`src/rtl/dq_pkg.sv`:
```
// Shared constants, codes and controller/datapath types for the double-ended queue.
package dq_pkg;

   localparam int DEPTH_DEFAULT = 16;
   localparam int VALUE_W       = 32;
   localparam int KIND_W        = 3;
   localparam int STATUS_W      = 2;

   typedef enum logic [KIND_W-1:0] {
      KIND_PUSH_BACK   = 3'd0,
      KIND_PUSH_FRONT  = 3'd1,
      KIND_POP_BACK    = 3'd2,
      KIND_POP_FRONT   = 3'd3,
      KIND_WRITE_FRONT = 3'd4,
      KIND_WRITE_BACK  = 3'd5
   } kind_type;

   typedef enum logic [STATUS_W-1:0] {
      STATUS_OK    = 2'd0,
      STATUS_EMPTY = 2'd1,
      STATUS_FULL  = 2'd2
   } status_type;

   typedef enum logic [1:0] {
      STATE_IDLE,
      STATE_FETCH,
      STATE_DONE
   } state_type;

   typedef struct packed {
      logic exec;
      logic fetch;
      logic publish;
   } dq_cmd_type;

   typedef struct packed {
      logic need_fetch;
   } dq_stat_type;

endpackage

```
`src/rtl/dq_if.sv`:
```
// Request and response channel interfaces of the double-ended queue.
interface dq_req_if
   import dq_pkg::*;
();
   logic                      valid;
   logic                      ready;
   logic [KIND_W-1:0]         kind;
   logic signed [VALUE_W-1:0] value;

   modport source (output valid, output kind, output value, input ready);
   modport sink   (input valid, input kind, input value, output ready);
endinterface

interface dq_rsp_if
   import dq_pkg::*;
#(
   parameter int CNT_W = $clog2(DEPTH_DEFAULT + 1)
) ();
   logic                      valid;
   logic                      ready;
   logic signed [VALUE_W-1:0] popped_value;
   logic signed [VALUE_W-1:0] front_value;
   logic signed [VALUE_W-1:0] back_value;
   logic [CNT_W-1:0]          entry_count;
   logic [STATUS_W-1:0]       status;

   modport source (output valid, output popped_value, output front_value,
                   output back_value, output entry_count, output status, input ready);
   modport sink   (input valid, input popped_value, input front_value,
                   input back_value, input entry_count, input status, output ready);
endinterface

```
`src/rtl/dq_ctrl.sv`:
```
// Sequencing state machine: accept, optional store fetch, result hand-off.
module dq_ctrl
   import dq_pkg::*;
(
   input  logic        clock,
   input  logic        reset,
   input  logic        req_valid,
   output logic        req_ready,
   output logic        rsp_valid,
   input  logic        rsp_ready,
   input  dq_stat_type stat,
   output dq_cmd_type  cmd
);

   state_type state_ff, state_in;
   logic      rsp_valid_ff, rsp_valid_in;
   logic      slot_free;

   assign slot_free = !rsp_valid_ff || rsp_ready;

   always_comb begin
      state_in = state_ff;
      unique case (state_ff)
         STATE_IDLE: begin
            if (req_valid) begin
               state_in = stat.need_fetch ? STATE_FETCH : STATE_DONE;
            end
         end
         STATE_FETCH: begin
            state_in = STATE_DONE;
         end
         STATE_DONE: begin
            if (slot_free) begin
               state_in = STATE_IDLE;
            end
         end
         default: begin
            state_in = STATE_IDLE;
         end
      endcase
   end

   always_comb begin
      req_ready   = (state_ff == STATE_IDLE);
      cmd.exec    = (state_ff == STATE_IDLE) && req_valid;
      cmd.fetch   = (state_ff == STATE_FETCH);
      cmd.publish = (state_ff == STATE_DONE) && slot_free;
      if (cmd.publish) begin
         rsp_valid_in = 1'b1;
      end else if (rsp_ready) begin
         rsp_valid_in = 1'b0;
      end else begin
         rsp_valid_in = rsp_valid_ff;
      end
   end

   assign rsp_valid = rsp_valid_ff;

   always_ff @(posedge clock) begin
      if (reset) begin
         state_ff     <= STATE_IDLE;
         rsp_valid_ff <= 1'b0;
      end else begin
         state_ff     <= state_in;
         rsp_valid_ff <= rsp_valid_in;
      end
   end

endmodule

```
`src/rtl/dq_dpath.sv`:
```
// Ring store, head/count pointers, cached end values and result word register.
module dq_dpath
   import dq_pkg::*;
#(
   parameter int DEPTH = DEPTH_DEFAULT,
   parameter int IDX_W = $clog2(DEPTH),
   parameter int CNT_W = $clog2(DEPTH + 1)
) (
   input  logic                      clock,
   input  logic                      reset,
   input  dq_cmd_type                cmd,
   output dq_stat_type               stat,
   input  logic [KIND_W-1:0]         kind,
   input  logic signed [VALUE_W-1:0] value,
   output logic signed [VALUE_W-1:0] popped_value,
   output logic signed [VALUE_W-1:0] front_value,
   output logic signed [VALUE_W-1:0] back_value,
   output logic [CNT_W-1:0]          entry_count,
   output logic [STATUS_W-1:0]       status
);

   localparam int SUM_W = CNT_W + 1;

   logic [VALUE_W-1:0] store_ff [DEPTH];
   logic [VALUE_W-1:0] rd_data_ff;

   logic [IDX_W-1:0]   head_ff, head_in;
   logic [CNT_W-1:0]   count_ff, count_in;
   logic [VALUE_W-1:0] front_ff, front_in;
   logic [VALUE_W-1:0] back_ff, back_in;
   logic [VALUE_W-1:0] popped_ff, popped_in;
   status_type         status_ff, status_in;
   logic               fetch_back_ff, fetch_back_in;

   logic [VALUE_W-1:0] popped_out_ff;
   logic [VALUE_W-1:0] front_out_ff;
   logic [VALUE_W-1:0] back_out_ff;
   logic [CNT_W-1:0]   count_out_ff;
   logic [STATUS_W-1:0] status_out_ff;

   logic               wr_en, rd_en;
   logic [IDX_W-1:0]   wr_addr, rd_addr;
   logic [VALUE_W-1:0] wr_data;

   logic [SUM_W-1:0]   head_x, count_x, tail_sum;
   logic [IDX_W-1:0]   tail_idx, back_idx, prev_idx, head_inc, head_dec;
   logic               empty, full, single;

   function automatic logic [IDX_W-1:0] ring_wrap(input logic [SUM_W-1:0] s);
      logic [SUM_W-1:0] t;
      t = (s >= SUM_W'(DEPTH)) ? s - SUM_W'(DEPTH) : s;
      return t[IDX_W-1:0];
   endfunction

   assign head_x   = {{(SUM_W-IDX_W){1'b0}}, head_ff};
   assign count_x  = {1'b0, count_ff};
   assign tail_sum = head_x + count_x;
   assign tail_idx = ring_wrap(tail_sum);
   assign back_idx = ring_wrap(tail_sum - SUM_W'(1));
   assign prev_idx = ring_wrap(tail_sum - SUM_W'(2));
   assign head_inc = (head_ff == IDX_W'(DEPTH - 1)) ? '0 : head_ff + IDX_W'(1);
   assign head_dec = (head_ff == '0) ? IDX_W'(DEPTH - 1) : head_ff - IDX_W'(1);
   assign empty    = (count_ff == '0);
   assign full     = (count_ff == CNT_W'(DEPTH));
   assign single   = (count_ff == CNT_W'(1));

   always_comb begin
      head_in         = head_ff;
      count_in        = count_ff;
      front_in        = front_ff;
      back_in         = back_ff;
      popped_in       = popped_ff;
      status_in       = status_ff;
      fetch_back_in   = fetch_back_ff;
      wr_en           = 1'b0;
      wr_addr         = head_ff;
      wr_data         = value;
      rd_en           = 1'b0;
      rd_addr         = head_inc;
      stat.need_fetch = 1'b0;
      if (cmd.exec) begin
         popped_in = '0;
         status_in = STATUS_OK;
         unique case (kind)
            KIND_PUSH_BACK: begin
               if (full) begin
                  status_in = STATUS_FULL;
               end else begin
                  wr_en    = 1'b1;
                  wr_addr  = tail_idx;
                  count_in = count_ff + CNT_W'(1);
                  back_in  = value;
                  if (empty) begin
                     front_in = value;
                  end
               end
            end
            KIND_PUSH_FRONT: begin
               if (full) begin
                  status_in = STATUS_FULL;
               end else begin
                  wr_en    = 1'b1;
                  wr_addr  = head_dec;
                  head_in  = head_dec;
                  count_in = count_ff + CNT_W'(1);
                  front_in = value;
                  if (empty) begin
                     back_in = value;
                  end
               end
            end
            KIND_POP_BACK: begin
               if (empty) begin
                  status_in = STATUS_EMPTY;
               end else begin
                  popped_in = back_ff;
                  count_in  = count_ff - CNT_W'(1);
                  if (!single) begin
                     rd_en           = 1'b1;
                     rd_addr         = prev_idx;
                     fetch_back_in   = 1'b1;
                     stat.need_fetch = 1'b1;
                  end
               end
            end
            KIND_POP_FRONT: begin
               if (empty) begin
                  status_in = STATUS_EMPTY;
               end else begin
                  popped_in = front_ff;
                  head_in   = head_inc;
                  count_in  = count_ff - CNT_W'(1);
                  if (!single) begin
                     rd_en           = 1'b1;
                     rd_addr         = head_inc;
                     fetch_back_in   = 1'b0;
                     stat.need_fetch = 1'b1;
                  end
               end
            end
            KIND_WRITE_FRONT: begin
               if (empty) begin
                  status_in = STATUS_EMPTY;
               end else begin
                  wr_en    = 1'b1;
                  wr_addr  = head_ff;
                  front_in = value;
                  if (single) begin
                     back_in = value;
                  end
               end
            end
            KIND_WRITE_BACK: begin
               if (empty) begin
                  status_in = STATUS_EMPTY;
               end else begin
                  wr_en   = 1'b1;
                  wr_addr = back_idx;
                  back_in = value;
                  if (single) begin
                     front_in = value;
                  end
               end
            end
            default: begin
            end
         endcase
      end
      if (cmd.fetch) begin
         if (fetch_back_ff) begin
            back_in = rd_data_ff;
         end else begin
            front_in = rd_data_ff;
         end
      end
   end

   always_ff @(posedge clock) begin
      if (wr_en) begin
         store_ff[wr_addr] <= wr_data;
      end
      if (rd_en) begin
         rd_data_ff <= store_ff[rd_addr];
      end
   end

   always_ff @(posedge clock) begin
      if (reset) begin
         head_ff  <= '0;
         count_ff <= '0;
      end else begin
         head_ff  <= head_in;
         count_ff <= count_in;
      end
   end

   always_ff @(posedge clock) begin
      front_ff      <= front_in;
      back_ff       <= back_in;
      popped_ff     <= popped_in;
      status_ff     <= status_in;
      fetch_back_ff <= fetch_back_in;
      if (cmd.publish) begin
         popped_out_ff <= popped_ff;
         front_out_ff  <= empty ? '0 : front_ff;
         back_out_ff   <= empty ? '0 : back_ff;
         count_out_ff  <= count_ff;
         status_out_ff <= status_ff;
      end
   end

   assign popped_value = popped_out_ff;
   assign front_value  = front_out_ff;
   assign back_value   = back_out_ff;
   assign entry_count  = count_out_ff;
   assign status       = status_out_ff;

endmodule

```
`src/rtl/double_ended_queue.sv`:
```
// Top level of the bounded double-ended queue of signed 32-bit values.
//
// Usage: one request word on req_chan carries an operation kind (push back/front,
// pop back/front, overwrite front/back) and a value. Each request yields exactly
// one response word on rsp_chan: the popped value, the front and back values and
// the element count after the operation, and a status (ok, empty, full).
// Sequencing: a request is executed when it is accepted in IDLE; the response
// registers on rsp_chan are loaded when DONE publishes. DONE is entered straight
// from IDLE or, for a pop that leaves one or more elements, through FETCH, since
// the new end value is fetched through the store's registered read port. req_ready
// is high only in IDLE, so a new request is taken only after the last leaves DONE.
// A request may be taken while the previous response still waits on rsp_chan;
// it is then held finished until the response register frees. While the
// receiver stalls, rsp_chan holds its word and req_ready stays low after that.
// Reset empties the queue (head and count cleared); the store is not cleared
// and needs no clearing pass, entries being read only after they are written.
module double_ended_queue
   import dq_pkg::*;
#(
   parameter int DEPTH = DEPTH_DEFAULT,
   parameter int IDX_W = $clog2(DEPTH),
   parameter int CNT_W = $clog2(DEPTH + 1)
) (
   input  logic     clock,
   input  logic     reset,
   dq_req_if.sink   req_chan,
   dq_rsp_if.source rsp_chan
);

   dq_cmd_type  cmd;
   dq_stat_type stat;

   dq_ctrl u_ctrl (
      .clock     (clock),
      .reset     (reset),
      .req_valid (req_chan.valid),
      .req_ready (req_chan.ready),
      .rsp_valid (rsp_chan.valid),
      .rsp_ready (rsp_chan.ready),
      .stat      (stat),
      .cmd       (cmd)
   );

   dq_dpath #(
      .DEPTH (DEPTH),
      .IDX_W (IDX_W),
      .CNT_W (CNT_W)
   ) u_dpath (
      .clock        (clock),
      .reset        (reset),
      .cmd          (cmd),
      .stat         (stat),
      .kind         (req_chan.kind),
      .value        (req_chan.value),
      .popped_value (rsp_chan.popped_value),
      .front_value  (rsp_chan.front_value),
      .back_value   (rsp_chan.back_value),
      .entry_count  (rsp_chan.entry_count),
      .status       (rsp_chan.status)
   );

endmodule

```
`src/flat_wrapper.sv`:
```
// flat-port wrapper written by rule: the top's interface ports become plain ports
module double_ended_queue_flat import dq_pkg::*;
#(
   parameter int DEPTH = DEPTH_DEFAULT,
   parameter int IDX_W = $clog2(DEPTH),
   parameter int CNT_W = $clog2(DEPTH + 1)
)
  (clock, reset, req_chan_valid, req_chan_kind, req_chan_value, req_chan_ready, rsp_chan_valid, rsp_chan_popped_value, rsp_chan_front_value, rsp_chan_back_value, rsp_chan_entry_count, rsp_chan_status, rsp_chan_ready);
  dq_req_if req_chan_i ();
  dq_rsp_if #(.CNT_W(CNT_W)) rsp_chan_i ();
  input  logic clock;
  input  logic reset;
  input wire logic [$bits(req_chan_i.valid)-1:0] req_chan_valid;
  input wire logic [$bits(req_chan_i.kind)-1:0] req_chan_kind;
  input wire logic [$bits(req_chan_i.value)-1:0] req_chan_value;
  output wire logic [$bits(req_chan_i.ready)-1:0] req_chan_ready;
  output wire logic [$bits(rsp_chan_i.valid)-1:0] rsp_chan_valid;
  output wire logic [$bits(rsp_chan_i.popped_value)-1:0] rsp_chan_popped_value;
  output wire logic [$bits(rsp_chan_i.front_value)-1:0] rsp_chan_front_value;
  output wire logic [$bits(rsp_chan_i.back_value)-1:0] rsp_chan_back_value;
  output wire logic [$bits(rsp_chan_i.entry_count)-1:0] rsp_chan_entry_count;
  output wire logic [$bits(rsp_chan_i.status)-1:0] rsp_chan_status;
  input wire logic [$bits(rsp_chan_i.ready)-1:0] rsp_chan_ready;
  assign req_chan_i.valid = req_chan_valid;
  assign req_chan_i.kind = req_chan_kind;
  assign req_chan_i.value = req_chan_value;
  assign req_chan_ready = req_chan_i.ready;
  assign rsp_chan_valid = rsp_chan_i.valid;
  assign rsp_chan_popped_value = rsp_chan_i.popped_value;
  assign rsp_chan_front_value = rsp_chan_i.front_value;
  assign rsp_chan_back_value = rsp_chan_i.back_value;
  assign rsp_chan_entry_count = rsp_chan_i.entry_count;
  assign rsp_chan_status = rsp_chan_i.status;
  assign rsp_chan_i.ready = rsp_chan_ready;
  double_ended_queue #(.DEPTH(DEPTH), .IDX_W(IDX_W), .CNT_W(CNT_W)) u_core (.clock(clock), .reset(reset), .req_chan(req_chan_i), .rsp_chan(rsp_chan_i));
endmodule
```
`config.mk`:
```
export PLATFORM = sky130hd
export DESIGN_NAME = double_ended_queue_flat
export DESIGN_NICKNAME = d
export VERILOG_FILES = /design/src/rtl/dq_pkg.sv /design/src/rtl/dq_if.sv /design/src/rtl/dq_ctrl.sv /design/src/rtl/dq_dpath.sv /design/src/rtl/double_ended_queue.sv /design/src/flat_wrapper.sv
export SDC_FILE = /design/constraint.sdc
export NUM_CORES = 1
export LEC_CHECK = 0
export BUFFER_PORTS_ARGS = -buffer_cell sky130_fd_sc_hd__buf_2
export CELL_PAD_IN_SITES_DETAIL_PLACEMENT = 0
export CELL_PAD_IN_SITES_GLOBAL_PLACEMENT = 1
export CORE_MARGIN = 5
export CORE_UTILIZATION = 51
export DETAILED_ROUTE_END_ITERATION = 10
export PLACE_DENSITY_LB_ADDON = 0.1
export SYNTH_ARGS = -nofsm -noshare
export SYNTH_HDL_FRONTEND = slang
export SYNTH_SLANG_ARGS = --single-unit
```
`constraint.sdc`:
```
create_clock -name clock -period 7.8 [get_ports clock]
set_input_delay 1.56 -clock clock [delete_from_list [all_inputs] [get_ports clock]]
set_output_delay 1.56 -clock clock [all_outputs]
set_load 0.03 [all_outputs]
```
==> reports/metrics.csv, run 1 <==
metric;value;unit
drc;0;
ys_top_cells_by_area;edfxtp_1, dfxtp_1, nand2_1, mux2i_1, a21oi_1;
start_util;51.46;%
path_clk_slew;0.06;ns
whs_endpoint;u_core.u_dpath.popped_value[27];
p_int;6.983;mW
portBuffers;143;
grt_pass1_vias;18128;
drt-pass1-iter-count;6;
ys_warn_count;0;
routed_wl;77.15;mm
swShare;23.91;%
syn_nets;2196;
worst_pin_slew;1.322;ns
end_kind;register;
synth_top_cell_by_area;edfxtp_1;
finalClockSkew;0.02778;ns
syn_area_per_cell;14.14;um^2
clkPwrFrac;38.7;%
synthFlopType;edfxtp_1;
synth_edf_count;682;
slew_headroom;11.63;%
p_leak;11.84;nW
p_seq_share;51.7;%
max_cap_violations;0;
ys_seq_area_share;72.58;%
wl_per_cell;24.99;um
min_path_type;reg2reg;
pin_count;144;
cp.arrival;6.02;ns
chipWidth;253.8;um
finalCritPeriodShare;71.15;%
total_power;9.177;mW
rsz0062_at_grt;false;
dieArea;0.06441;mm^2
hold_depth;0;
synth_area;0.03031;mm^2
start_kind;register;
antenna_found_initial;1;
power_frac_comb;9.7;%
area.sequential;0.02200;mm^2
worstReg2RegStart;u_core.u_dpath.head_ff[0];
status;complete, no violations;
area_growth;12.85;%
antenna_cells;0;
multi_input_area;0.007751;mm^2
setup_viol;0;
grt_util_met2;35.29;%
clockBufferDepth;3;
cp_data_required_time;8.27;ns
drive_gt1_share;14.13;%
cts_tree;yes;
track_usage;23.70;%
cts_buffers;78;
fillerInstances;4631;
synth_cell_type_count;76;
period_needed;5.549;ns
die_h;253.8;um
worstHoldStart;u_core.u_dpath.popped_ff[27];
grt-busiest-layer;met1;
rrSetupSlack;2.25;ns
gr-usage-met3;5.117;%
grt-ovfl-total;0;
synthCells;2144;
synth_seq_cells;758;
async_flop_share;0;%
grt_first_pass_wirelength;115.5;mm
drt_iter0_markers;1681;
rows;89;
vias;18653;
cts_hold_buffers;0;
power.density;268.3;mW/mm^2
postCtsSetupRepairBufs;0;
hold_viol_final;0;
clkLatencyLatePin;0.62;ns
ff2ff_path_depth;12;
grt_max_degree;223;
max_freq;180.2;MHz
cts_resized;0;
yosysTopAreaCellShare;67.56;%
crit_fanout;78;
nets;2307;
switching_power;2.194;mW
ctsRootBufferMaster;clkbuf_16;
core-area;0.05891;mm^2
irDropWorstVdd;0.2096;mV
critPathKind;reg2reg;
vias_per_cell;6.042;
fin_tns_setup;0;ns
met1_usage;35.76;%
gp_congestion;0.8380;
dp_hpwl;45.44;mm
cts.sinks;758;
reg2reg_to;u_core.u_dpath.rd_data_ff[8];
drtAntennaViolNets;0;
htree_levels;3;
slew_viol_final;0;
final_util;58.07;%
[power by group through the flow]
stage / sequential [mW] / clock (mW) / combinational, mW
after floorplan: 4.87 / 0 / 0.544
after detailed placement: 4.83 / 0 / 0.887
final: 4.74 / 3.55 / 0.888
after global routing: 4.76 / 3.79 / 0.973
after global placement: 4.82 / 0 / 0.871
after CTS: 4.74 / 3.63 / 0.890
[sequential cells by signal (all words and copies together) (netlist names)]
signal                        count
u_core.u_dpath.head_ff            4
u_core.u_dpath.status             2
u_core.u_dpath.back_value        32
u_core.u_dpath.front_ff          32
u_core.u_dpath.popped_value      32
u_core.u_dpath.rd_data_ff        32
u_core.u_dpath.store_ff         512
u_core.u_dpath.entry_count        5
u_core.u_dpath.front_value       32
u_core.u_dpath.popped_ff         32
u_core.u_dpath.status_ff          2
u_core.u_dpath.count_ff           5
u_core.u_ctrl.rsp_valid           1
u_core.u_ctrl.state_ff            2
u_core.u_dpath.fetch_back_ff      1
u_core.u_dpath.back_ff           32
[layout make-up]
cell class / instances / share of cell area (%)
Sequential cell: 758 / 64.32
Inverter: 14 / 0.1536
Timing Repair Buffer: 182 / 2.985
Clock buffer: 99 / 6.152
Multi-Input combinational cell: 1221 / 22.66
Clock inverter: 40 / 0.9071
Tap cell: 773 / 2.827
[worst max-delay path: stages (launching register included)]
cell and delay, ns:
dfxtp_1 0.45, ha_1 0.30, fa_1 0.38, xor2_1 0.30, inv_1 0.11, ha_1 0.41
nor4bb_1 0.31, nand4_1 0.73, nand2_4 1.05, buf_4 0.62, a211oi_1 0.16, a311oi_1 0.35
a311o_1 0.17
[synthesized netlist by cell type, types with 12 or more instances]
cell	number
nor2_1	74
a311o_1	32
edfxtp_1	682
a32oi_1	63
a311oi_1	64
dfxtp_1	76
and2_1	67
ha_1	12
buf_2	41
a211oi_1	66
and3_1	68
o31ai_1	23
mux2i_1	83
a21oi_1	149
nand2_1	386
inv_1	14
clkbuf_1	88
o21ai_0	22
[worst max-delay path by stage]
stage | from | end | slack [ns] | depth (start not counted)
global placement | req_chan_kind[0] | u_core.u_dpath.store_ff[1][19] | 1.85 | 7
detailed placement | req_chan_kind[0] | u_core.u_dpath.store_ff[1][23] | 1.73 | 7
global route | u_core.u_dpath.head_ff[0] | u_core.u_dpath.rd_data_ff[8] | 1.94 | 12
floorplan | rsp_chan_ready | u_core.u_dpath.back_value[0] | 0.98 | 2
finish | u_core.u_dpath.head_ff[0] | u_core.u_dpath.rd_data_ff[8] | 2.25 | 12
CTS | u_core.u_dpath.head_ff[0] | u_core.u_dpath.rd_data_ff[8] | 2.31 | 12
[stage by stage]
step / worst slack [ns] / cell area, um^2 / cells / hold WS [ns]
2_1_floorplan: 0.9786 / 30310 / 2144 / 0.4003
3_3_place_gp: 1.848 / 31790 / 2948 / 0.4008
3_5_place_dp: 1.733 / 31790 / 2948 / 0.4045
4_1_cts: 2.308 / 34210 / 3087 / 0.4181
5_1_grt: 1.937 / 34210 / 3087 / 0.4228
6_report: 2.251 / 34210 / 3087 / 0.4159
[metal layers]
metal,part of all wire (%),wire [um],vias to the layer above
li1,-,-,8445
met5,0,0,-
met4,2.6,2024,0
met1,45,34630,9349
met3,8.5,6565,137
met2,44,33930,722
[logic make-up (layout without fill, tap and decap cells)]
kind of cell	after synthesis	in the layout	synth area share, %
AND/OR/NAND/NOR	645	645	9.754
multiplexers	87	87	2.947
adder cells (fa/ha/maj)	13	13	0.5614
XOR/XNOR	13	13	0.4664
buffers and inverters	165	335	2.572
AO/OA/AOI/OAI	463	463	11.12
flip-flops	758	758	72.58
[cells in the final DEF, fill, tap and decap left out, drive strengths merged, types with 26 or more instances in the layout]
cell	synthesis	layout
a211oi	66	66
a21oi	149	149
a311o	32	32
a311oi	64	64
a32oi	63	63
and2	67	67
and3	68	68
buf	63	182
clkbuf	88	99
clkinv	0	29
dfxtp	76	76
edfxtp	682	682
mux2i	85	85
nand2	386	386
nor2	74	74
o21ai	26	26
Power figures use the tool's default switching activity.
==> run 2: changes to the inputs <==
Settings changed: CORE_UTILIZATION 51 to 46.
Clock period 7.8 ns to 4.8 ns, I/O delays scaled along.
==> run 2 against run 1 <==
Power rose by 64%. Critical path depth did not move. Final area rose by 1.9%. Via count fell by 0.92%. Flip-flop and latch count did not move. Clock-buffer cell count fell by 2. Register-to-register slack got worse by 1.7 ns. Sequential share of layout area fell by 1.2 points. First-iteration DRC count rose by 12%. Sequential power rose by 62%. Worst setup slack got worse by 1.7 ns. Clock skew fell by 0.0060 ns. Largest cell class unchanged.
==> reports/metrics.csv, run 2 (synthesized netlist as in run 1, its figures left out) <==
metric;value;unit
power_frac_comb;9.9;%
path_clk_slew;0.06;ns
slew_headroom;36.72;%
drt_iter0_markers;1881;
grt_pass1_vias;18052;
cp_slowest_cell;fa_1;
drc;0;
track_usage;21.49;%
gp_congestion;0.8396;
largest_reg_flops;512;
hold_viol_final;0;
worst_pin_slew;0.9451;ns
fin_hold_ws;0.4178;ns
routed_wl;77.81;mm
antenna_found_initial;4;
pin_count;144;
drt-pass1-iter-count;8;
critPathMaxStageDelay;0.61;ns
core-area;0.06551;mm^2
p_seq_share;51.0;%
swShare;23.81;%
fin_tns_setup;0;ns
path_buf_inv;3;
p_leak;12.13;nW
ctsRootBufferMaster;clkbuf_16;
drtAntennaViolNets;0;
cp.arrival;4.67;ns
max_freq;237.5;MHz
rows;94;
clkPwrFrac;39.0;%
start_kind;register;
cp_data_required_time;5.26;ns
finalCritPeriodShare;87.73;%
dieArea;0.07113;mm^2
cts_resized;0;
wl_per_cell;24.18;um
final_cell_mix;edfxtp_1, nand2_1, a21oi_1;
setup_viol;0;
cts_hold_buffers;0;
vias;18481;
total_power;15.08;mW
final_cells;3218;
htree_levels;3;
portBuffers;143;
chipWidth;266.7;um
grt_max_degree;131;
postCtsSetupRepairBufs;0;
die_h;266.7;um
nets;2345;
finalClockSkew;0.02182;ns
regMostFlops;u_core.u_dpath.store_ff;
min_path_type;reg2reg;
status;complete, no violations;
max_cap_violations;0;
critPathKind;reg2reg;
end_kind;register;
cp_common_cell;ha_1;
finalWorstSetupSlack;0.5891;ns
p_int;11.49;mW
dp_hpwl;47.66;mm
period_needed;4.211;ns
switching_power;3.590;mW
crit_fanout;36;
cts.sinks;758;
vias_per_cell;5.743;
clkLatencyLatePin;0.61;ns
rsz0062_at_grt;false;
power.density;432.6;mW/mm^2
start_util;46.27;%
drive_gt1_share;15.68;%
path_delay_family;adder cells;
clockBufferDepth;3;
grt_first_pass_wirelength;115.9;mm
slew_viol_final;0;
cts_buffers;80;
dpl.cell_count;3075;
path_cells;ha_1 -> fa_1 -> inv_1 -> ha_1 -> nor4bb_1 -> nand4_1 -> buf_4 -> nand2_4 -> buf_12 -> a211oi_1 -> a311oi_1 -> a311o_1;
irDropWorstVdd;0.2902;mV
dpl_worst_slack;0.3117;ns
area_growth;15.01;%
grt-ovfl-total;0;
final_common_cell;edfxtp_1;
cts_tree;yes;
run 2: final timing paths:
check	slack, ns	endpoint	cells past startpoint	start
setup / recovery	0.59	u_core.u_dpath.rd_data_ff[21]	12	u_core.u_dpath.count_ff[0]
hold / removal	0.42	u_core.u_dpath.popped_value[22]	0	u_core.u_dpath.popped_ff[22]
setup reg to reg	0.59	u_core.u_dpath.rd_data_ff[21]	12	u_core.u_dpath.count_ff[0]
hold reg to reg	0.42	u_core.u_dpath.popped_value[22]	0	u_core.u_dpath.popped_ff[22]
run 2: area by class of cell:
type                       instances  area, um^2
antenna                            1       2.502
clock buffer                      97        2097
clock inverter                    45       384.1
fill                            5477       30650
inverter                          14       52.55
multi-input combinational       1221        7751
sequential                       758       22000
tap                              864        1081
timing repair buffer             218        1491
run 2: power by group through the flow:
stage                     Combinational (mW)  Clock, mW  Sequential (mW)
after floorplan                        0.884          0             7.91
after global placement                  1.47          0             7.83
after detailed placement                1.50          0             7.84
after CTS                               1.50       6.04             7.70
after global routing                    1.64       6.33             7.73
final                                   1.50       5.89             7.70
run 2: layer usage:
layer	wire length (um)	vias to the layer above	track usage, %
met5	12	-	0
met4	1197	2	4.790
met3	5245	78	4.148
met2	35300	590	33.31
met1	36060	9288	31.96
li1	-	8523	-
run 2: through the flow:
step / cell area, um^2 / utilization [%]
floorplan: 30310 / -
CTS: 34860 / 53.21
global placement: 32380 / 49.42
detailed placement: 32380 / 49.42
finish: 34860 / 53.21
global route: 34860 / 53.21
